**config.mk**
```make
export PLATFORM = sky130hd
export DESIGN_NAME = job_queue_with_cancel_by_id_unit
export DESIGN_NICKNAME = d
export VERILOG_FILES = /design/src/rtl/core/jqc_pkg.sv /design/src/rtl/core/job_queue_with_cancel_by_id_unit.sv /design/src/rtl/core/jqc_cell.sv
export SDC_FILE = /design/constraint.sdc
export NUM_CORES = 1
export LEC_CHECK = 0
export ABC_AREA = 0
export ABC_CLOCK_PERIOD_IN_PS = 4500
export BUFFER_PORTS_ARGS = -buffer_cell sky130_fd_sc_hd__buf_2
export CAP_MARGIN = 20
export CORE_ASPECT_RATIO = 0.6
export CORE_MARGIN = 2
export CORE_UTILIZATION = 25
export CTS_CLUSTER_DIAMETER = 40
export DETAILED_ROUTE_END_ITERATION = 10
export PLACE_DENSITY = 0.41
export SETUP_SLACK_MARGIN = 0.5
export SLEW_MARGIN = 25
export SYNTH_ARGS = -nofsm -noshare
export SYNTH_HDL_FRONTEND = slang
export SYNTH_HIERARCHICAL = 1
export SYNTH_SLANG_ARGS = --single-unit
```
**constraint.sdc**
```tcl
create_clock -name clk -period 4.5 [get_ports clk]
set_clock_uncertainty 0.15 [all_clocks]
set_input_delay 0.675 -clock clk [delete_from_list [all_inputs] [get_ports clk]]
set_output_delay 0.675 -clock clk [all_outputs]
set_load 0.05 [all_outputs]
```
**src/rtl/core/jqc_pkg.sv**
```systemverilog
// jqc_pkg: shared codes and types for the job queue with cancel by key
// used by jqc_cell and job_queue_with_cancel_by_id_unit; no dependencies
package jqc_pkg;

  localparam logic [1:0] ACT_INSERT = 2'd0;
  localparam logic [1:0] ACT_POP    = 2'd1;
  localparam logic [1:0] ACT_CANCEL = 2'd2;
  localparam logic [1:0] ACT_FIND   = 2'd3;

  localparam logic [1:0] ST_OK      = 2'd0;
  localparam logic [1:0] ST_FULL    = 2'd1;
  localparam logic [1:0] ST_EMPTY   = 2'd2;
  localparam logic [1:0] ST_MISSING = 2'd3;

  localparam int CAP_BITS = 5;
  localparam logic [CAP_BITS-1:0] CAP_RESET = 5'd16;

  // per-cell control from the queue sequencer
  typedef struct packed {
    logic load;
    logic shift;
  } cell_ctl_t;

endpackage

```
**src/rtl/core/job_queue_with_cancel_by_id_unit.sv**
```systemverilog
// job_queue_with_cancel_by_id_unit: bounded job queue with remove by key
// top level; a row of jqc_cell slots, occupancy count, result register
// depends on jqc_pkg and jqc_cell
//
//  channel | direction | handshake          | payload
//  in      | input     | in_valid/in_stall  | in_action, in_job_key, in_job_handle
//  out     | output    | out_valid/out_stall| out_status, out_handle_out,
//          |           |                    | out_position, out_entry_count
//  cfg     | input     | apb, pready high   | capacity_limit at byte 0
//
// one word per cycle unless stalled: the key compare and the shift of the slot
// row finish in the cycle a word is accepted, and the result appears in the
// output register in the next cycle. a word is taken while the output register
// is empty or being drained. reset empties the queue and sets the capacity to
// 16; slot contents are not cleared. a stall on the result side holds the input
module job_queue_with_cancel_by_id_unit #(
  parameter int DEPTH       = 16,
  parameter int KEY_BITS    = 16,
  parameter int HANDLE_BITS = 16
) (
  input  logic                           clk,
  input  logic                           rst_n,
  input  logic                           in_valid,
  output logic                           in_stall,
  input  logic [1:0]                     in_action,
  input  logic [KEY_BITS-1:0]            in_job_key,
  input  logic [HANDLE_BITS-1:0]         in_job_handle,
  output logic                           out_valid,
  input  logic                           out_stall,
  output logic [1:0]                     out_status,
  output logic [HANDLE_BITS-1:0]         out_handle_out,
  output logic [$clog2(DEPTH+1)-1:0]     out_position,
  output logic [$clog2(DEPTH+1)-1:0]     out_entry_count,
  input  logic                           cfg_psel,
  input  logic                           cfg_penable,
  input  logic                           cfg_pwrite,
  input  logic [2:0]                     cfg_paddr,
  input  logic [31:0]                    cfg_pwdata,
  output logic [31:0]                    cfg_prdata,
  output logic                           cfg_pready
);

  localparam int CNT_W = $clog2(DEPTH + 1);
  localparam int LIM_W = (CNT_W > jqc_pkg::CAP_BITS) ? CNT_W : jqc_pkg::CAP_BITS;
  localparam logic [LIM_W-1:0] DEPTH_L = LIM_W'(DEPTH);

  logic [jqc_pkg::CAP_BITS-1:0] cap_r;
  logic [CNT_W-1:0]             count_r, count_nxt;
  logic                         out_valid_r;
  logic [1:0]                   status_r, status_nxt;
  logic [HANDLE_BITS-1:0]       hout_r, hout_nxt;
  logic [CNT_W-1:0]             pos_r, pos_nxt;

  jqc_pkg::cell_ctl_t     ctl      [DEPTH];
  logic [KEY_BITS-1:0]    key_q    [DEPTH];
  logic [HANDLE_BITS-1:0] handle_q [DEPTH];
  logic [KEY_BITS-1:0]    nb_key   [DEPTH];
  logic [HANDLE_BITS-1:0] nb_handle[DEPTH];
  logic [DEPTH-1:0]       occupied, hit, above, win, at_or_below;

  logic             accept, full, found;
  logic [LIM_W-1:0] cap_l, limit, count_l;
  logic [CNT_W-1:0] win_pos;

  // config port
  assign cfg_pready = 1'b1;
  assign cfg_prdata = cfg_paddr[2] ? 32'd0 : {{(32-jqc_pkg::CAP_BITS){1'b0}}, cap_r};

  always_ff @(posedge clk) begin
    if (!rst_n) begin
      cap_r <= jqc_pkg::CAP_RESET;
    end else if (cfg_psel && cfg_penable && cfg_pwrite && cfg_pready && !cfg_paddr[2]) begin
      cap_r <= cfg_pwdata[jqc_pkg::CAP_BITS-1:0];
    end
  end

  assign in_stall = out_valid_r && out_stall;
  assign accept   = in_valid && !in_stall;

  assign cap_l   = LIM_W'(cap_r);
  assign count_l = LIM_W'(count_r);
  assign limit   = (cap_l < DEPTH_L) ? cap_l : DEPTH_L;
  assign full    = count_l >= limit;

  // slot row
  genvar g;
  generate
    for (g = 0; g < DEPTH; g++) begin : g_cell
      if (g == DEPTH - 1) begin : g_last
        assign nb_key[g]    = key_q[g];
        assign nb_handle[g] = handle_q[g];
        assign above[g]     = 1'b0;
      end else begin : g_mid
        assign nb_key[g]    = key_q[g+1];
        assign nb_handle[g] = handle_q[g+1];
        assign above[g]     = above[g+1] | hit[g+1];
      end
      if (g == 0) begin : g_first
        assign at_or_below[g] = win[g];
      end else begin : g_rest
        assign at_or_below[g] = at_or_below[g-1] | win[g];
      end

      assign occupied[g] = count_r > CNT_W'(g);
      assign win[g]      = hit[g] & ~above[g];

      assign ctl[g].load  = accept && (in_action == jqc_pkg::ACT_INSERT) && !full &&
                            (count_r == CNT_W'(g));
      assign ctl[g].shift = accept &&
                            (((in_action == jqc_pkg::ACT_POP) && (count_r != '0)) ||
                             ((in_action == jqc_pkg::ACT_CANCEL) && at_or_below[g]));

      jqc_cell #(
        .KEY_BITS   (KEY_BITS),
        .HANDLE_BITS(HANDLE_BITS)
      ) u_cell (
        .clk      (clk),
        .ctl      (ctl[g]),
        .occupied (occupied[g]),
        .key_in   (in_job_key),
        .handle_in(in_job_handle),
        .nb_key   (nb_key[g]),
        .nb_handle(nb_handle[g]),
        .key_q    (key_q[g]),
        .handle_q (handle_q[g]),
        .hit      (hit[g])
      );
    end
  endgenerate

  assign found = above[0] | hit[0];

  always_comb begin
    win_pos = '0;
    for (int i = 0; i < DEPTH; i++) begin
      if (win[i]) win_pos = win_pos | CNT_W'(i + 1);
    end
  end

  // result for the word at the input
  always_comb begin
    status_nxt = jqc_pkg::ST_OK;
    hout_nxt   = '0;
    pos_nxt    = '0;
    count_nxt  = count_r;
    unique case (in_action)
      jqc_pkg::ACT_INSERT: begin
        if (full) status_nxt = jqc_pkg::ST_FULL;
        else      count_nxt  = count_r + CNT_W'(1);
      end
      jqc_pkg::ACT_POP: begin
        if (count_r == '0) begin
          status_nxt = jqc_pkg::ST_EMPTY;
        end else begin
          hout_nxt  = handle_q[0];
          count_nxt = count_r - CNT_W'(1);
        end
      end
      jqc_pkg::ACT_CANCEL: begin
        if (!found) begin
          status_nxt = jqc_pkg::ST_MISSING;
        end else begin
          pos_nxt   = win_pos;
          count_nxt = count_r - CNT_W'(1);
        end
      end
      jqc_pkg::ACT_FIND: begin
        if (!found) status_nxt = jqc_pkg::ST_MISSING;
        else        pos_nxt    = win_pos;
      end
      default: status_nxt = jqc_pkg::ST_OK;
    endcase
  end

  always_ff @(posedge clk) begin
    if (!rst_n) begin
      count_r     <= '0;
      out_valid_r <= 1'b0;
    end else begin
      if (accept) begin
        count_r     <= count_nxt;
        out_valid_r <= 1'b1;
      end else if (!out_stall) begin
        out_valid_r <= 1'b0;
      end
    end
  end

  always_ff @(posedge clk) begin
    if (accept) begin
      status_r <= status_nxt;
      hout_r   <= hout_nxt;
      pos_r    <= pos_nxt;
    end
  end

  assign out_valid       = out_valid_r;
  assign out_status      = status_r;
  assign out_handle_out  = hout_r;
  assign out_position    = pos_r;
  assign out_entry_count = count_r;

endmodule

```
**src/rtl/core/jqc_cell.sv**
```systemverilog
// jqc_cell: one queue slot holding a key and a handle
// loads a new entry, takes its rear neighbor's entry, and compares its key
// depends on jqc_pkg
module jqc_cell #(
  parameter int KEY_BITS    = 16,
  parameter int HANDLE_BITS = 16
) (
  input  logic                   clk,
  input  jqc_pkg::cell_ctl_t     ctl,
  input  logic                   occupied,
  input  logic [KEY_BITS-1:0]    key_in,
  input  logic [HANDLE_BITS-1:0] handle_in,
  input  logic [KEY_BITS-1:0]    nb_key,
  input  logic [HANDLE_BITS-1:0] nb_handle,
  output logic [KEY_BITS-1:0]    key_q,
  output logic [HANDLE_BITS-1:0] handle_q,
  output logic                   hit
);

  logic [KEY_BITS-1:0]    key_r;
  logic [HANDLE_BITS-1:0] handle_r;

  always_ff @(posedge clk) begin
    if (ctl.load) begin
      key_r    <= key_in;
      handle_r <= handle_in;
    end else if (ctl.shift) begin
      key_r    <= nb_key;
      handle_r <= nb_handle;
    end
  end

  assign key_q    = key_r;
  assign handle_q = handle_r;
  assign hit      = occupied && (key_r == key_in);

endmodule
```
# Yosys cells after proc, flatten, opt, wreduce, memory -nomap -nowiden
# Index checks and enable logic that the tools add are counted.
# Widths: inputs -> output; s select.
[op_classes]
addsub = 2
magnitude_cmp = 18
eq_ne = 38
n_mux = 88
n_bitwise = 60
n_reduce_logical = 111
[ops]
columns = ["operator", "n"]
rows = [
  ["$mux 16", 60],
  ["$eq 16x16->1", 16],
  ["$logic_and 1x1->1", 70],
  ["$eq 5x4->1 const B", 8],
  ["$gt 5x4->1 const B", 8],
  ["$mux 4", 8],
  ["$mux 5", 6],
  ["$reduce_bool 2->1", 15],
  ["$or 1x1->1", 29],
  ["$eq 5x3->1 const B", 4],
  ["$gt 5x3->1 const B", 4],
  ["$not 1->1", 16],
  ["$and 1x1->1", 15],
  ["$logic_or 1x1->1", 15],
  ["$pmux 5 s3", 1],
  ["$mux 3", 4],
  ["$eq 5x2->1 const B", 2],
  ["$gt 5x1->1 const B", 2],
  ["$gt 5x2->1 const B", 2],
  ["$mux 2", 4],
  ["$ne 2x2->1 const B", 3],
  ["$pmux 2 s3", 1],
  ["$add 5x1->5 const B", 1],
  ["$eq 5x1->1 const B", 1],
  ["other kinds (15)", 22],
]
[word_totals]
regBits = 546
input_bits = 76
out_inout_bits = 63

# Longest topological paths before layout
[depth]
word_depth = 37
depth_mapped = 14
ltp_nobuf = 13

# Modules after synthesis
# Netlist, hierarchy kept.
[modules_own_cells]
columns = ["mod", "instances", "cells_per_inst", "area_per_inst_um2", "seq_area_each_um2"]
rows = [
  ["jqc_cell", 16, 91, 1529.0, 960.9],
  ["job_queue_with_cancel_by_id_unit", 1, 309, 2693.8, 910.9],
]

# Worst setup path after synthesis
# Ideal clock, no wire load.
[synth_path]
kind = "register -> register"
start = "register count_r[0] (netlist: out_entry_count[0])"
end = "register g_cell[7].u_cell.handle_r[0], enable pin"
setup_time_ns = 0.375
arrival_ns = 3.413
required_time_ns = 3.975
slack_ns = 0.563
path_stages_with_launch = 15
n_path_buf = 1
period_less_slack_ns = 3.937
cell_sequence = "dfxtp_1 > inv_1 > ha_1 > nor3b_1 > and2_4 > clkinv_4 > clkbuf_1 > nand2_1 > nor4_2 > nor3_1 > and2_1 > a211oi_2 > a31oi_1 > o21ai_0 > or2_2"
[synth_rtl]
columns = ["item", "line_no", "text"]
rows = [
  ["start: declaration", "job_queue_with_cancel_by_id_unit.sv:48", "logic [CNT_W-1:0] count_r, count_nxt;"],
  ["start signal: assignment", "job_queue_with_cancel_by_id_unit.sv:181", "count_r <= count_nxt;"],
  ["end signal: assignment", "jqc_cell.sv:26", "handle_r <= handle_in;"],
  ["end signal: assignment", "jqc_cell.sv:29", "handle_r <= nb_handle;"],
  ["end: declaration", "jqc_cell.sv:21", "logic [HANDLE_BITS-1:0] handle_r;"],
]

==> impl_metrics.tcl <==
set metrics [dict create \
    outcome "completed" \
    buffer_ports.inserted 81 \
    floorplan.die_area_um2 111400 \
    core_area_um2 107500 \
    route.detailed.wl_per_inst_um 18.13 \
    critical_path.slowest_cell "o2111a_1" \
    synth_top_cell_by_area "edfxtp_1" \
    ctsHtreeMaxLevel 3 \
    final_critical_path_required_period_ps 3835 \
    cells_after_synth 1765 \
    root_buffer_master "clkbuf_16" \
    cp.required_ps 4700 \
    synth_ff_type "edfxtp_1" \
    drive_gt1_share_pct 44.84 \
    crit_path_max_fanout 33 \
    pwr_density_cell_nw_per_um2 413.9 \
    min_path_type "input port to flop" \
    fp-row-count 93 \
    clkTransAtPathRegs_ps 50 \
    number_of_antenna_violations_at_the_first_check_in_global_routing 2 \
    horiz_die_dim_um 429.5 \
    grt_start_max_net_pins 34 \
    critPathLaunch "out_entry_count[0]" \
    instance_count_on_the_critical_path 10 \
    synth.lib_cells_used.distinct 60 \
    finalSetupViolations 0 \
    cpLargestDelayFamily "simple AND/OR/NAND/NOR gates" \
    power.leakage_nw 10.77 \
    initial_core_utilization_pct 25.26 \
    tritoncts.num_buffers 89 \
    die_height_um 259.3 \
    syn_area_per_cell_um2 15.39 \
    global_route_wire_length_before_repair_um 96040 \
    setup.worst_path.start_class "flop" \
    r2r-start "out_entry_count[0]" \
    post_synth_instance_area_um2 27160 \
    r2r.worst_path.cells 10 \
    timing.slew.headroom_pct 44.70 \
    per_cell_via_count_in_the_routed_design 4.157 \
    clkLatencyLatePin_ps 660 \
    worstReg2RegEnd "g_cell[4].u_cell/handle_q[3]" \
    area_share_of_the_largest_cell_type_after_synthesis_pct 59.16 \
    irDropWorstVdd_uv 274.9 \
    worstSetupEndpointType "flop" \
    final.setup.worst_slack_ps 665.1 \
    detailedRoute.firstIterationViolations 960 \
    final_nets 2041 \
    cts_max_path_buffers 3 \
    worst-slew-pin-transition_ps 829.5 \
    synth-seq-area-share_pct 59.97 \
    final_max_slew_viol_count 0 \
    postCtsHoldBufs 0 \
    worstPathCellList "inv_1, ha_1, nand2b_1, a31oi_1, o2111a_1, nand4_1, nor2_4, buf_4, or2_2, buf_12" \
    global_routing_usage_summed_across_all_routing_layers_pct 11.24 \
    filler_cell_count 10680 \
    cp_data_arrival_time_ps 4040 \
    layout_worst_path_cycle_share_pct 85.22 \
    vias_in_the_first_global_route 14810 \
    count_of_flip_flops_with_a_built_in_enable_after_synthesis 535 \
    routed_wirelength_um 62580 \
    drt_first_pass_iters 5 \
    grt_overflow_total 0 \
    tritoncts "yes" \
    critical_path_class "flop to flop" \
    hold_viol 0 \
    cap_viol_max_count 0 \
    route.detailed.drc 0 \
    tritoncts_num_sinks 546 \
    drtAntennaViolNets 0 \
    post_cts_resize_count 9 \
    rrSetupSlack_ps 670 \
    totalNegativeSetupSlack_ps 0 \
    post-dp-hpwl_um 43620 \
    synthTopCellsByArea "edfxtp_1 (59%), mux2_2 (21%), xnor2_1 (6.2%)" \
    critical_path_buf_inv_count 3 \
    ys_seq_elements 546 \
    total_power_mw 13.72 \
    slowest_delay_ps 550 \
    postLayoutCoreUtil_pct 30.83 \
    asyncSetResetFlopFracSynth_pct 0 \
    highest_clock_rate_mhz 260.8 \
    post-cts-setup-buffers 0 \
    vias 14350 \
    area_growth_pct 22.07 \
    grt_setup_unrepaired "no" \
    dp_slack_ps -291.8 \
    place_congestion 0.7817 \
    yosysWarnings 6 \
    setup.worst_path.end "g_cell[4].u_cell/handle_q[3]" \
    ios 139 \
]
[cells in the final DEF, fill, tap and decap left out, types with 14 or more instances in the layout]
master | synthesis | layout
edfxtp_1 | 535 | 535
xor2_1 | 65 | 65
or2_2 | 20 | 20
nor2_1 | 30 | 23
clkbuf_16 | 0 | 90
clkinvlp_4 | 0 | 14
o21ai_0 | 20 | 16
buf_4 | 28 | 60
nand2_1 | 37 | 37
conb_1 | 2 | 28
and3_1 | 21 | 21
nor4_1 | 22 | 18
nor4_2 | 16 | 19
xnor2_1 | 193 | 193
buf_2 | 67 | 81
inv_1 | 14 | 14
buf_12 | 0 | 32
mux2_2 | 513 | 513
nand4_1 | 50 | 50
[layer usage]
metal  vias up  global-route usage, %  part of all wire (%)
li1       7055                      -                     -
met1      6936                  18.25                    57
met2       273                  13.98                    36
met3        85                  2.873                   4.7
met4         0                  3.286                   2.0
met5         -                      0                     0
[worst min-delay path by stage]
stage                                              from                       endpoint  slack (ps)  cells past startpoint
after floorplan                                cap_l[0]                       cap_l[0]         340                      2
after global placement                         cap_l[1]                       cap_l[1]         380                      2
after detailed placement  g_cell[6].u_cell/handle_q[14]  g_cell[5].u_cell/handle_q[14]         380                      1
after CTS                                      in_valid                      out_valid          30                      2
after global routing                           in_valid                      out_valid          60                      2
final                                          in_valid                      out_valid         100                      2
[layout make-up]
cell class	count	area, um2	share of cell area [%]
clock buffers	100	2300	6.937
inverters	15	61.31	0.1849
well taps	1425	1783	5.378
flip-flops and latches	546	16290	49.14
clock inverters	65	790.8	2.385
multi-input cells	1126	10430	31.45
diodes	2	5.005	0.01510
repair buffers	173	1496	4.514
[sequential cells by signal, summed over array words and instances (netlist names)]
name / flops
out_position: 5
cap_l: 5
g_cell.u_cell/handle_q: 256
out_status: 2
g_cell.u_cell/key_q: 256
out_entry_count: 5
out_valid: 1
out_handle_out: 16
[where the power goes]
group / internal (mW) / switching [mW]
logic: 0.343 / 0.606
clock network: 4.33 / 2.64
registers: 5.73 / 0.0659
total: 10.4 / 3.31
[cell usage after synthesis (all sizes together) (2+ instances only)]
| master | n |
|---|---|
| inv | 14 |
| nand4 | 50 |
| nand3 | 6 |
| a31oi | 3 |
| edfxtp | 535 |
| nor3 | 6 |
| o21bai | 2 |
| conb | 2 |
| o21ai | 25 |
| a21o | 2 |
| or2 | 20 |
| or3 | 4 |
| and3 | 21 |
| mux2i | 5 |
| or4 | 5 |
| nor2b | 13 |
| nor2 | 30 |
| xor2 | 65 |
| nand2b | 3 |
| o41ai | 2 |
| xnor2 | 193 |
| o31ai | 7 |
| clkbuf | 7 |
| and2 | 6 |
| a211oi | 2 |
| mux2 | 513 |
| a21boi | 5 |
| dfxtp | 11 |
| buf | 97 |
| ha | 14 |
| nor4 | 39 |
| a21oi | 8 |
| nand2 | 37 |
[per-stage QoR]
| stage | hold WS [ps] | cell area [um2] | instances |
|---|---|---|---|
| CTS | 27.18 | 33120 | 3450 |
| finish | 95.25 | 33150 | 3452 |
| global placement | 376.9 | 30000 | 3285 |
| detailed placement | 381.9 | 30000 | 3285 |
| floorplan | 342.4 | 27250 | 1791 |
| global route | 55.78 | 33150 | 3451 |
[cells by family (layout without fill, tap and decap cells)]
family | after synthesis | after routing | synth area share, %
fa+ha+maj | 14 | 14 | 0.6450
mux | 518 | 518 | 21.46
other cells | 2 | 30 | 0.02765
flops | 546 | 546 | 59.97
compound gates | 63 | 63 | 1.640
buf+inv | 119 | 353 | 2.451
xor+xnor | 258 | 258 | 8.321
simple gates | 245 | 245 | 5.492
Note: power is estimated with default switching activity, not from simulation.
